**config.mk**
```make
export PLATFORM = sky130hd
export DESIGN_NAME = setpoint_to_frequency_map
export DESIGN_NICKNAME = d
export VERILOG_FILES = /design/src/hw/rtl/sfm_pkg.sv /design/src/hw/rtl/setpoint_to_frequency_map.sv /design/src/hw/rtl/sfm_div.sv /design/src/hw/rtl/sfm_datapath.sv /design/src/hw/rtl/sfm_seq.sv
export SDC_FILE = /design/constraint.sdc
export NUM_CORES = 2
export LEC_CHECK = 0
export BUFFER_PORTS_ARGS = -buffer_cell sky130_fd_sc_hd__buf_2
export CAP_MARGIN = 20
export CORE_MARGIN = 3
export CORE_UTILIZATION = 69
export DETAILED_ROUTE_END_ITERATION = 8
export GPL_ROUTABILITY_DRIVEN = 0
export PLACE_DENSITY = 0.86
export SKIP_CTS_REPAIR_TIMING = 1
export SYNTH_ARGS = -nofsm -noshare
export SYNTH_HDL_FRONTEND = slang
export SYNTH_SLANG_ARGS = --single-unit
```
**constraint.sdc**
```tcl
create_clock -name clk -period 12.4 [get_ports clk]
set_clock_uncertainty 0.15 [all_clocks]
set_input_delay 2.48 -clock clk [delete_from_list [all_inputs] [get_ports clk]]
set_output_delay 2.48 -clock clk [all_outputs]
set_load 0.01 [all_outputs]
```
**src/hw/rtl/sfm_pkg.sv**
```systemverilog
package sfm_pkg;

  localparam int TABLE_POINTS_DEF = 16;

  localparam int SETPOINT_W = 16;
  localparam int SLOT_W     = 4;
  localparam int FREQ_W     = 31;
  localparam int SLAVE_W    = 8;
  localparam int PIU_W      = 5;
  localparam int CFG_IDX_W  = 2;
  localparam int CFG_DATA_W = 8;

  // serial divider: numerator covers |offset * dy| + |dx|/2, divisor a 16-bit value
  localparam int DIV_W  = 48;
  localparam int DEN_W  = 16;
  localparam int CNT_W  = $clog2(DIV_W + 1);
  localparam int DX_W   = SETPOINT_W + 1;
  localparam int DY_W   = FREQ_W + 1;
  localparam int PROD_W = DX_W + DY_W;
  localparam int SUM_W  = DIV_W + 2;

  localparam logic [DIV_W-1:0]  RECIP_NUM = DIV_W'(655360000);
  localparam logic [FREQ_W-1:0] FREQ_MAX  = '1;

  // configuration register indexes
  localparam logic [CFG_IDX_W-1:0] REG_CONFIG_VALID  = 2'd0;
  localparam logic [CFG_IDX_W-1:0] REG_DIVIDE_MODE   = 2'd1;
  localparam logic [CFG_IDX_W-1:0] REG_SLAVE_COUNT   = 2'd2;
  localparam logic [CFG_IDX_W-1:0] REG_POINTS_IN_USE = 2'd3;

  typedef logic [3:0] op_t;
  localparam op_t OP_NOP        = 4'd0;
  localparam op_t OP_ACCEPT     = 4'd1;
  localparam op_t OP_TBL_INIT   = 4'd2;
  localparam op_t OP_STEP       = 4'd3;
  localparam op_t OP_DIFF       = 4'd4;
  localparam op_t OP_MUL        = 4'd5;
  localparam op_t OP_TBL_LOAD   = 4'd6;
  localparam op_t OP_RECIP_LOAD = 4'd7;
  localparam op_t OP_Q_LOAD     = 4'd8;
  localparam op_t OP_DIV_STEP   = 4'd9;
  localparam op_t OP_FIN        = 4'd10;
  localparam op_t OP_HOLD       = 4'd11;
  localparam op_t OP_EMIT       = 4'd12;

  typedef logic [3:0] cond_t;
  localparam cond_t C_NEVER      = 4'd0;
  localparam cond_t C_ALWAYS     = 4'd1;
  localparam cond_t C_NO_IN      = 4'd2;
  localparam cond_t C_IS_LOAD    = 4'd3;
  localparam cond_t C_CFG_OFF    = 4'd4;
  localparam cond_t C_DIV_MODE   = 4'd5;
  localparam cond_t C_FEW_POINTS = 4'd6;
  localparam cond_t C_SP_LE_X    = 4'd7;
  localparam cond_t C_LAST       = 4'd8;
  localparam cond_t C_DX_ZERO    = 4'd9;
  localparam cond_t C_SP_ZERO    = 4'd10;
  localparam cond_t C_DIV_RUN    = 4'd11;
  localparam cond_t C_OUT_BUSY   = 4'd12;

  typedef logic [4:0] step_t;
  localparam step_t S_ACCEPT = 5'd0;
  localparam step_t S_LOOK   = 5'd8;
  localparam step_t S_MATCH  = 5'd11;
  localparam step_t S_DIVL   = 5'd14;
  localparam step_t S_RECIP  = 5'd16;
  localparam step_t S_RDIV   = 5'd18;
  localparam step_t S_HOLD   = 5'd20;
  localparam step_t S_EMIT   = 5'd21;

  typedef struct packed {
    op_t   op;
    cond_t cond;
    step_t target;
  } ucode_t;

  typedef struct packed {
    logic in_valid;
    logic is_load;
    logic cfg_off;
    logic div_mode;
    logic few_points;
    logic sp_le_x;
    logic last;
    logic dx_zero;
    logic sp_zero;
    logic div_run;
    logic out_busy;
  } sfm_status_t;

  // control program: jump to target when the condition holds, else fall through
  function automatic ucode_t ucode_rom(input step_t s);
    ucode_t uc;
    unique case (s)
      5'd0:  uc = '{OP_ACCEPT,     C_NO_IN,      S_ACCEPT};
      5'd1:  uc = '{OP_NOP,        C_IS_LOAD,    S_ACCEPT};
      5'd2:  uc = '{OP_NOP,        C_CFG_OFF,    S_HOLD};
      5'd3:  uc = '{OP_NOP,        C_DIV_MODE,   S_RECIP};
      5'd4:  uc = '{OP_TBL_INIT,   C_FEW_POINTS, S_HOLD};
      5'd5:  uc = '{OP_NOP,        C_NEVER,      S_ACCEPT};
      5'd6:  uc = '{OP_STEP,       C_NEVER,      S_ACCEPT};
      5'd7:  uc = '{OP_NOP,        C_NEVER,      S_ACCEPT};
      5'd8:  uc = '{OP_NOP,        C_SP_LE_X,    S_MATCH};
      5'd9:  uc = '{OP_STEP,       C_LAST,       S_HOLD};
      5'd10: uc = '{OP_NOP,        C_ALWAYS,     S_LOOK};
      5'd11: uc = '{OP_DIFF,       C_DX_ZERO,    S_HOLD};
      5'd12: uc = '{OP_MUL,        C_NEVER,      S_ACCEPT};
      5'd13: uc = '{OP_TBL_LOAD,   C_NEVER,      S_ACCEPT};
      5'd14: uc = '{OP_DIV_STEP,   C_DIV_RUN,    S_DIVL};
      5'd15: uc = '{OP_FIN,        C_ALWAYS,     S_EMIT};
      5'd16: uc = '{OP_NOP,        C_SP_ZERO,    S_HOLD};
      5'd17: uc = '{OP_RECIP_LOAD, C_NEVER,      S_ACCEPT};
      5'd18: uc = '{OP_DIV_STEP,   C_DIV_RUN,    S_RDIV};
      5'd19: uc = '{OP_Q_LOAD,     C_ALWAYS,     S_DIVL};
      5'd20: uc = '{OP_HOLD,       C_NEVER,      S_ACCEPT};
      5'd21: uc = '{OP_EMIT,       C_OUT_BUSY,   S_EMIT};
      5'd22: uc = '{OP_NOP,        C_ALWAYS,     S_ACCEPT};
      default: uc = '{OP_NOP,      C_ALWAYS,     S_ACCEPT};
    endcase
    return uc;
  endfunction

endpackage

```
**src/hw/rtl/setpoint_to_frequency_map.sv**
```systemverilog
// channel   dir   handshake              payload
// in        in    in_valid / in_ready    kind, setpoint, point_slot, point_index,
//                                        point_frequency
// out       out   out_valid / out_ready  frequency, updated
// cfg       in    cfg_valid / cfg_ready  cfg_index, cfg_data
//
// a load beat writes the point table and returns to accept; a convert beat runs
// the 48-step serial divider (twice in divide mode, once in table mode), in
// table mode after a table walk over the points with one table read port
// reset clears the config registers, the held frequency and the sequencer;
// table points are undefined until loaded
// a pending result holds the sequencer in the emit step; no beat is taken meanwhile
module setpoint_to_frequency_map
  import sfm_pkg::*;
#(
  parameter int TABLE_POINTS = TABLE_POINTS_DEF
) (
  input  logic                  clk,
  input  logic                  rst,
  input  logic                  in_valid,
  output logic                  in_ready,
  input  logic                  kind,
  input  logic [SETPOINT_W-1:0] setpoint,
  input  logic [SLOT_W-1:0]     point_slot,
  input  logic [SETPOINT_W-1:0] point_index,
  input  logic [FREQ_W-1:0]     point_frequency,
  output logic                  out_valid,
  input  logic                  out_ready,
  output logic [FREQ_W-1:0]     frequency,
  output logic                  updated,
  input  logic                  cfg_valid,
  output logic                  cfg_ready,
  input  logic [CFG_IDX_W-1:0]  cfg_index,
  input  logic [CFG_DATA_W-1:0] cfg_data
);

  op_t         op;
  sfm_status_t status;

  sfm_seq u_seq (
    .clk    (clk),
    .rst    (rst),
    .status (status),
    .op     (op)
  );

  sfm_datapath #(
    .TABLE_POINTS (TABLE_POINTS)
  ) u_datapath (
    .clk             (clk),
    .rst             (rst),
    .op              (op),
    .status          (status),
    .in_valid        (in_valid),
    .in_ready        (in_ready),
    .kind            (kind),
    .setpoint        (setpoint),
    .point_slot      (point_slot),
    .point_index     (point_index),
    .point_frequency (point_frequency),
    .out_valid       (out_valid),
    .out_ready       (out_ready),
    .frequency       (frequency),
    .updated         (updated),
    .cfg_valid       (cfg_valid),
    .cfg_ready       (cfg_ready),
    .cfg_index       (cfg_index),
    .cfg_data        (cfg_data)
  );

endmodule

```
**src/hw/rtl/sfm_div.sv**
```systemverilog
module sfm_div
  import sfm_pkg::*;
(
  input  logic             clk,
  input  logic             rst,
  input  logic             load,
  input  logic             step,
  input  logic [DIV_W-1:0] num,
  input  logic [DEN_W-1:0] den,
  output logic [DIV_W-1:0] quo,
  output logic             run
);

  logic [DIV_W-1:0] acc;
  logic [DEN_W-1:0] rem;
  logic [DEN_W-1:0] dvs;
  logic [CNT_W-1:0] cnt;
  logic [DEN_W:0]   rem_sh;
  logic [DEN_W:0]   rem_sub;
  logic             ge;

  // one quotient bit per step, quotient bits shift in behind the numerator
  always_comb begin
    rem_sh  = {rem, acc[DIV_W-1]};
    rem_sub = rem_sh - {1'b0, dvs};
    ge      = rem_sh >= {1'b0, dvs};
  end

  always_ff @(posedge clk) begin
    if (rst) begin
      cnt <= '0;
    end else if (load) begin
      cnt <= CNT_W'(DIV_W);
    end else if (step && run) begin
      cnt <= cnt - 1'b1;
    end
  end

  always_ff @(posedge clk) begin
    if (load) begin
      acc <= num;
      rem <= '0;
      dvs <= den;
    end else if (step && run) begin
      acc <= {acc[DIV_W-2:0], ge};
      rem <= ge ? rem_sub[DEN_W-1:0] : rem_sh[DEN_W-1:0];
    end
  end

  assign quo = acc;
  assign run = cnt != '0;

endmodule

```
**src/hw/rtl/sfm_datapath.sv**
```systemverilog
module sfm_datapath
  import sfm_pkg::*;
#(
  parameter int TABLE_POINTS = TABLE_POINTS_DEF
) (
  input  logic                  clk,
  input  logic                  rst,
  input  op_t                   op,
  output sfm_status_t           status,
  input  logic                  in_valid,
  output logic                  in_ready,
  input  logic                  kind,
  input  logic [SETPOINT_W-1:0] setpoint,
  input  logic [SLOT_W-1:0]     point_slot,
  input  logic [SETPOINT_W-1:0] point_index,
  input  logic [FREQ_W-1:0]     point_frequency,
  output logic                  out_valid,
  input  logic                  out_ready,
  output logic [FREQ_W-1:0]     frequency,
  output logic                  updated,
  input  logic                  cfg_valid,
  output logic                  cfg_ready,
  input  logic [CFG_IDX_W-1:0]  cfg_index,
  input  logic [CFG_DATA_W-1:0] cfg_data
);

  localparam int AW = $clog2(TABLE_POINTS);
  localparam int CW = (AW + 1 > PIU_W) ? AW + 1 : PIU_W;
  localparam int EW = (AW > SLOT_W) ? AW : SLOT_W;

  logic               config_valid;
  logic               divide_mode;
  logic [SLAVE_W-1:0] slave_count;
  logic [PIU_W-1:0]   points_in_use;

  logic [SETPOINT_W-1:0] table_x [TABLE_POINTS];
  logic [FREQ_W-1:0]     table_y [TABLE_POINTS];
  logic [SETPOINT_W-1:0] rd_x;
  logic [FREQ_W-1:0]     rd_y;

  logic                  load_item;
  logic [SETPOINT_W-1:0] sp;
  logic [AW-1:0]         idx;
  logic [SETPOINT_W-1:0] prev_x;
  logic [FREQ_W-1:0]     prev_y;
  logic signed [DX_W-1:0]   dx;
  logic signed [DX_W-1:0]   off;
  logic signed [DY_W-1:0]   dy;
  logic signed [PROD_W-1:0] prod;
  logic [FREQ_W-1:0]     base;
  logic                  neg;
  logic [FREQ_W-1:0]     res;
  logic [FREQ_W-1:0]     held;

  logic                  in_fire;
  logic                  emit_fire;
  logic [EW:0]           slot_ext;
  logic                  slot_ok;
  logic [CW-1:0]         piu_ext;
  logic [CW-1:0]         n_eff;
  logic [PROD_W-1:0]     abs_prod;
  logic [DX_W-1:0]       abs_dx;
  logic                  div_load;
  logic [DIV_W-1:0]      div_num;
  logic [DEN_W-1:0]      div_den;
  logic [DIV_W-1:0]      quo;
  logic                  div_run;
  logic signed [SUM_W-1:0] q_signed;
  logic signed [SUM_W-1:0] sum;
  logic [FREQ_W-1:0]     clamped;

  assign in_ready  = op == OP_ACCEPT;
  assign cfg_ready = 1'b1;
  assign in_fire   = in_valid && in_ready;
  assign emit_fire = (op == OP_EMIT) && !(out_valid && !out_ready);

  always_ff @(posedge clk) begin
    if (rst) begin
      config_valid  <= 1'b0;
      divide_mode   <= 1'b0;
      slave_count   <= '0;
      points_in_use <= '0;
    end else if (cfg_valid) begin
      unique case (cfg_index)
        REG_CONFIG_VALID:  config_valid  <= cfg_data[0];
        REG_DIVIDE_MODE:   divide_mode   <= cfg_data[0];
        REG_SLAVE_COUNT:   slave_count   <= cfg_data[SLAVE_W-1:0];
        REG_POINTS_IN_USE: points_in_use <= cfg_data[PIU_W-1:0];
        default: ;
      endcase
    end
  end

  // point table; a slot past the table depth is dropped
  always_comb begin
    slot_ext = (EW + 1)'(point_slot);
    slot_ok  = slot_ext < (EW + 1)'(TABLE_POINTS);
  end

  always_ff @(posedge clk) begin
    if (in_fire && kind && slot_ok) begin
      table_x[slot_ext[AW-1:0]] <= point_index;
      table_y[slot_ext[AW-1:0]] <= point_frequency;
    end
    rd_x <= table_x[idx];
    rd_y <= table_y[idx];
  end

  always_comb begin
    piu_ext  = CW'(points_in_use);
    n_eff    = (piu_ext > CW'(TABLE_POINTS)) ? CW'(TABLE_POINTS) : piu_ext;
    abs_prod = prod[PROD_W-1] ? PROD_W'(-prod) : PROD_W'(prod);
    abs_dx   = dx[DX_W-1] ? DX_W'(-dx) : DX_W'(dx);
  end

  always_comb begin
    status.in_valid   = in_valid;
    status.is_load    = load_item;
    status.cfg_off    = !config_valid;
    status.div_mode   = divide_mode;
    status.few_points = n_eff < CW'(2);
    status.sp_le_x    = sp <= rd_x;
    status.last       = (CW'(idx) + CW'(1)) >= n_eff;
    status.dx_zero    = rd_x == prev_x;
    status.sp_zero    = sp == '0;
    status.div_run    = div_run;
    status.out_busy   = out_valid && !out_ready;
  end

  // divider operands for the three load points of the program
  always_comb begin
    div_load = 1'b0;
    div_num  = RECIP_NUM;
    div_den  = DEN_W'(slave_count) + DEN_W'(1);
    unique case (op)
      OP_TBL_LOAD: begin
        div_load = 1'b1;
        div_num  = DIV_W'(abs_prod) + DIV_W'(abs_dx >> 1);
        div_den  = abs_dx[DEN_W-1:0];
      end
      OP_RECIP_LOAD: begin
        div_load = 1'b1;
      end
      OP_Q_LOAD: begin
        div_load = 1'b1;
        div_num  = quo + DIV_W'(sp >> 1);
        div_den  = sp;
      end
      default: ;
    endcase
  end

  sfm_div u_div (
    .clk  (clk),
    .rst  (rst),
    .load (div_load),
    .step (op == OP_DIV_STEP),
    .num  (div_num),
    .den  (div_den),
    .quo  (quo),
    .run  (div_run)
  );

  // signed rounded quotient plus the segment base, clamped to the output range
  always_comb begin
    q_signed = neg ? -$signed({2'b00, quo}) : $signed({2'b00, quo});
    sum      = q_signed + $signed({{(SUM_W - FREQ_W){1'b0}}, base});
    if (sum[SUM_W-1]) begin
      clamped = '0;
    end else if (|sum[SUM_W-2:FREQ_W]) begin
      clamped = FREQ_MAX;
    end else begin
      clamped = sum[FREQ_W-1:0];
    end
  end

  always_ff @(posedge clk) begin
    if (in_fire) begin
      load_item <= kind;
      sp        <= setpoint;
    end
    unique case (op)
      OP_TBL_INIT: idx <= '0;
      OP_STEP: begin
        prev_x <= rd_x;
        prev_y <= rd_y;
        idx    <= idx + 1'b1;
      end
      OP_DIFF: begin
        dx   <= $signed({1'b0, rd_x}) - $signed({1'b0, prev_x});
        off  <= $signed({1'b0, sp}) - $signed({1'b0, prev_x});
        dy   <= $signed({1'b0, rd_y}) - $signed({1'b0, prev_y});
        base <= prev_y;
      end
      OP_MUL:      prod <= PROD_W'(off) * PROD_W'(dy);
      OP_TBL_LOAD: neg  <= prod[PROD_W-1] ^ dx[DX_W-1];
      OP_Q_LOAD: begin
        neg  <= 1'b0;
        base <= '0;
      end
      OP_FIN:      res <= clamped;
      OP_HOLD:     res <= held;
      default: ;
    endcase
  end

  always_ff @(posedge clk) begin
    if (rst) begin
      held      <= '0;
      out_valid <= 1'b0;
    end else if (emit_fire) begin
      held      <= res;
      out_valid <= 1'b1;
    end else if (out_ready) begin
      out_valid <= 1'b0;
    end
  end

  always_ff @(posedge clk) begin
    if (emit_fire) begin
      frequency <= res;
      updated   <= res != held;
    end
  end

endmodule

```
**src/hw/rtl/sfm_seq.sv**
```systemverilog
module sfm_seq
  import sfm_pkg::*;
(
  input  logic        clk,
  input  logic        rst,
  input  sfm_status_t status,
  output op_t         op
);

  step_t  step;
  step_t  step_next;
  ucode_t uc;
  logic   take;

  always_comb begin
    uc = ucode_rom(step);
    unique case (uc.cond)
      C_NEVER:      take = 1'b0;
      C_ALWAYS:     take = 1'b1;
      C_NO_IN:      take = !status.in_valid;
      C_IS_LOAD:    take = status.is_load;
      C_CFG_OFF:    take = status.cfg_off;
      C_DIV_MODE:   take = status.div_mode;
      C_FEW_POINTS: take = status.few_points;
      C_SP_LE_X:    take = status.sp_le_x;
      C_LAST:       take = status.last;
      C_DX_ZERO:    take = status.dx_zero;
      C_SP_ZERO:    take = status.sp_zero;
      C_DIV_RUN:    take = status.div_run;
      C_OUT_BUSY:   take = status.out_busy;
      default:      take = 1'b0;
    endcase
    step_next = take ? uc.target : step + 1'b1;
  end

  always_ff @(posedge clk) begin
    if (rst) begin
      step <= S_ACCEPT;
    end else begin
      step <= step_next;
    end
  end

  assign op = uc.op;

endmodule

```
==> flow_metrics.env <==
export IMPL_maxSlewViolCount=0
export IMPL_cts_sinks=1228
export IMPL_synth_warnings=0
export IMPL_cp_common_cell="fa_1"
export IMPL_worst_path_stages=23
export IMPL_fillers=6417
export IMPL_nNetsFinal=7102
export IMPL_syn_area_per_cell_um2=12.3
export IMPL_numPortBuffers=116
export IMPL_yosys_cell_types_count=89
export IMPL_irDropWorstVdd_mv=0.197
export IMPL_grt_pass1_vias=52400
export IMPL_reg2reg_depth=23
export IMPL_cts_tree="yes"
export IMPL_hpwl_um=133000
export IMPL_io_pins=118
export IMPL_grt_pass1_wl_um=312000
export IMPL_htreeDepth=3
export IMPL_fin_ws_ps=4190
export IMPL_yosys_register_bits=1228
export IMPL_whs_path_depth=0
export IMPL_placement_cell_area_mm2=0.0782
export IMPL_final_common_cell="edfxtp_1"
export IMPL_tightest_slew_ps=1040
export IMPL_dr_pass1_iters=8
export IMPL_worst_hold_path_type="flop to flop"
export IMPL_fin_crit_sh_pct=66.2
export IMPL_post_drt_via_cell_ratio=6.58
export IMPL_drc=0
export IMPL_clk_pin_slew_ps=70
export IMPL_cts_buffer_depth=3
export IMPL_wl_um=204000
export IMPL_leakagePower_uw=0.0318
export IMPL_fin_hold_ws_ps=299
export IMPL_crit_slowest_cell="edfxtp_1"
export IMPL_path_buf_inv=4
export IMPL_yosysSeqAreaShare_pct=46.7
export IMPL_setup_viol=0
export IMPL_num_rows=121
export IMPL_layout_common_cells="1,094 x edfxtp_1, 755 x inv_1, 528 x fa_1"
export IMPL_cp_cell_sequence="clkinv_1 > buf_4 > nor2_1 > fa_1 > fa_1 > fa_1 > fa_1 > fa_1 > inv_1 > fa_1 > inv_1 > ha_1 > a21oi_1 > o21ai_0 > o21ai_0 > nor4_1 > nor3_1 > a211oi_1 > o21ai_0 > nor3_1 > nor3_1 > o31ai_1 > xor2_1"
export IMPL_p_per_area_mw_per_mm2=149
export IMPL_cts_buffers=117
export IMPL_syn_to_final_growth_pct=7.94
export IMPL_antenna_found_initial=24
export IMPL_maxSlewHeadroom_pct=29.7
export IMPL_syn_inst=6157
export IMPL_endpoint_kind="flop"
export IMPL_path_max_fanout=22
export IMPL_hold_violations=0
export IMPL_die_area_mm2=0.114
export IMPL_fmax_mhz=122
export IMPL_syn_cell_area_mm2=0.0760
export IMPL_drive_gt1_share_pct=11.0
export IMPL_synthesis_nets=7060
export IMPL_start_kind="flop"
export IMPL_dp_slack_ps=4480
export IMPL_critPathMaxStageDelay_ps=670
export IMPL_grt_max_degree=144
export IMPL_vias=51300
export IMPL_clkLatencyLatePin_ps=740
export IMPL_gr_total_overflow=0
export IMPL_die_y_um=338
export IMPL_worstPathArrival_ps=8470
export IMPL_critical_path_required_ps=12660
export IMPL_grtUsageTotal_pct=36.4
export IMPL_grt_setup_unrepaired="false"
export IMPL_final_antenna_net_count=0
export IMPL_core_mm2=0.109
export IMPL_layout_min_cycle_time_ps=8210
export IMPL_clockRootBuffer="clkbuf_16"
export IMPL_cap_viol_max_count=0
export IMPL_first_iter_violations=5877
export IMPL_place_inst=7555
export IMPL_status="complete, no violations"
export IMPL_start_util_pct=69.7
export IMPL_wl_per_cell_um=26.2
export IMPL_worst_setup_path_type="flop to flop"
export IMPL_cp_top_family="adder cells"
export IMPL_synthArstFlopShare_pct=0
export IMPL_final_cells=7789
export IMPL_synthFlopType="edfxtp_1"
export IMPL_fin_setup_tns_ps=0
export IMPL_stdcell_area_mm2=0.0821
export IMPL_synth_edf_count=1094
export IMPL_die_width_um=338
[logic make-up (layout without fill, tap and decap cells)]
group / after synthesis / in the layout / share of synthesized area, %
AO/OA/AOI/OAI: 833 / 833 / 7.30
XOR/XNOR: 372 / 372 / 4.29
adder cells (fa/ha/maj): 820 / 820 / 18.7
buffers and inverters: 1032 / 1175 / 5.13
flip-flops: 1228 / 1228 / 46.7
multiplexers: 265 / 265 / 7.36
other: 1 / 14 / 0.00493
AND/OR/NAND/NOR: 1606 / 1606 / 10.5
[power by group]
part	internal, uW	total, uW	switching, uW
logic	1450	3700	2260
clock network	1980	3590	1610
registers	4800	4940	143
[synth_stat cells (10+ instances only)]
master,n,area (um^2)
edfxtp_1,1094,32900
inv_1,758,2850
fa_1,528,10600
nand2_1,526,1970
nor2_1,296,1110
ha_1,292,3650
xnor2_1,254,2220
and2_1,250,1560
mux4_2,235,5290
clkbuf_1,233,875
a21oi_1,195,976
o21ai_0,172,861
dfxtp_1,134,2680
xor2_1,118,1030
nand3_1,92,460
a21o_1,76,571
nor3_1,74,370
nor4_1,61,382
and3_1,59,369
nand2b_1,47,294
o31ai_1,44,330
nand4_1,42,263
nor2b_1,40,250
or3_1,35,219
o211ai_1,33,248
buf_1,32,120
a21oi_2,30,263
mux2i_1,28,280
a211oi_1,25,188
a22oi_1,25,188
o21a_1,23,173
o41ai_1,22,193
o21bai_1,21,158
a31oi_1,18,113
a21boi_0,17,128
or4_1,17,128
o221ai_1,14,123
a22o_1,12,105
o22ai_1,11,68.8
o311ai_0,11,96.3
or2_2,11,68.8
nor3b_1,10,75.1
[routing by layer]
| layer | share of wire, % | vias up | track usage, % |
|---|---|---|---|
| met4 | 6.0 | 20 | 19.2 |
| met1 | 35 | 25500 | 45.1 |
| met2 | 50 | 3272 | 61.0 |
| met5 | 0.061 | - | 0 |
| li1 | - | 21700 | - |
| met3 | 9.8 | 764 | 7.53 |
[cell type report]
class | instances | area [um^2] | area share [%]
Sequential cell | 1228 | 35500 | 43.3
Clock inverter | 60 | 583 | 0.710
Multi-Input combinational cell | 3897 | 36800 | 44.8
Clock buffer | 160 | 3240 | 3.95
Inverter | 761 | 2860 | 3.48
Antenna cell | 13 | 32.5 | 0.0396
Tap cell | 1476 | 1850 | 2.25
Timing Repair Buffer | 194 | 1210 | 1.47
[registers in the layout (all words and copies together), names as in the netlist, 4 cells and up]
register	flops
u_datapath.table_y	496
u_datapath.table_x	256
u_datapath.prod	49
u_datapath.u_div.quo	48
u_datapath.dy	32
u_datapath.base	31
u_datapath.frequency	31
u_datapath.held	31
u_datapath.prev_y	31
u_datapath.rd_y	31
u_datapath.res	31
u_datapath.dx	17
u_datapath.off	17
u_datapath.prev_x	16
u_datapath.rd_x	16
u_datapath.sp	16
u_datapath.u_div.dvs	16
u_datapath.u_div.rem	16
u_seq.uc	13
u_datapath.slave_count	8
u_datapath.u_div.cnt	6
u_datapath.piu_ext	5
u_seq.step	5
u_datapath.idx	4
[through the flow]
stage / util, % / power, uW
finish: 75.2 / 12200
global route: 75.2 / 12700
CTS: 75.1 / 12200
detailed placement: 71.6 / 8620
global placement: 71.6 / 8470
floorplan: - / 7490
[path summary, 6_finish.rpt]
kind                                     start                               to  slack, ps
setup / recovery  u_datapath.off[16]$_DFFE_PN_    u_datapath.prod[45]$_DFFE_PN_       4190
hold / removal     u_datapath.rd_y[27]$_DFF_P_  u_datapath.prev_y[27]$_DFFE_PP_        300
setup reg to reg  u_datapath.off[16]$_DFFE_PN_    u_datapath.prod[45]$_DFFE_PN_       4190
hold reg to reg    u_datapath.rd_y[27]$_DFF_P_  u_datapath.prev_y[27]$_DFFE_PP_        300
[worst reg2reg max path, stage by stage (launching register included)]
cell	delay (ps)
edfxtp_1	670
clkinv_1	280
buf_4	320
nor2_1	190
fa_1	490
fa_1	520
fa_1	440
fa_1	460
fa_1	500
inv_1	50
fa_1	470
inv_1	50
ha_1	350
a21oi_1	200
o21ai_0	200
o21ai_0	290
nor4_1	100
nor3_1	660
a211oi_1	220
o21ai_0	530
nor3_1	130
nor3_1	320
o31ai_1	150
xor2_1	160
Power figures use the tool's default switching activity.
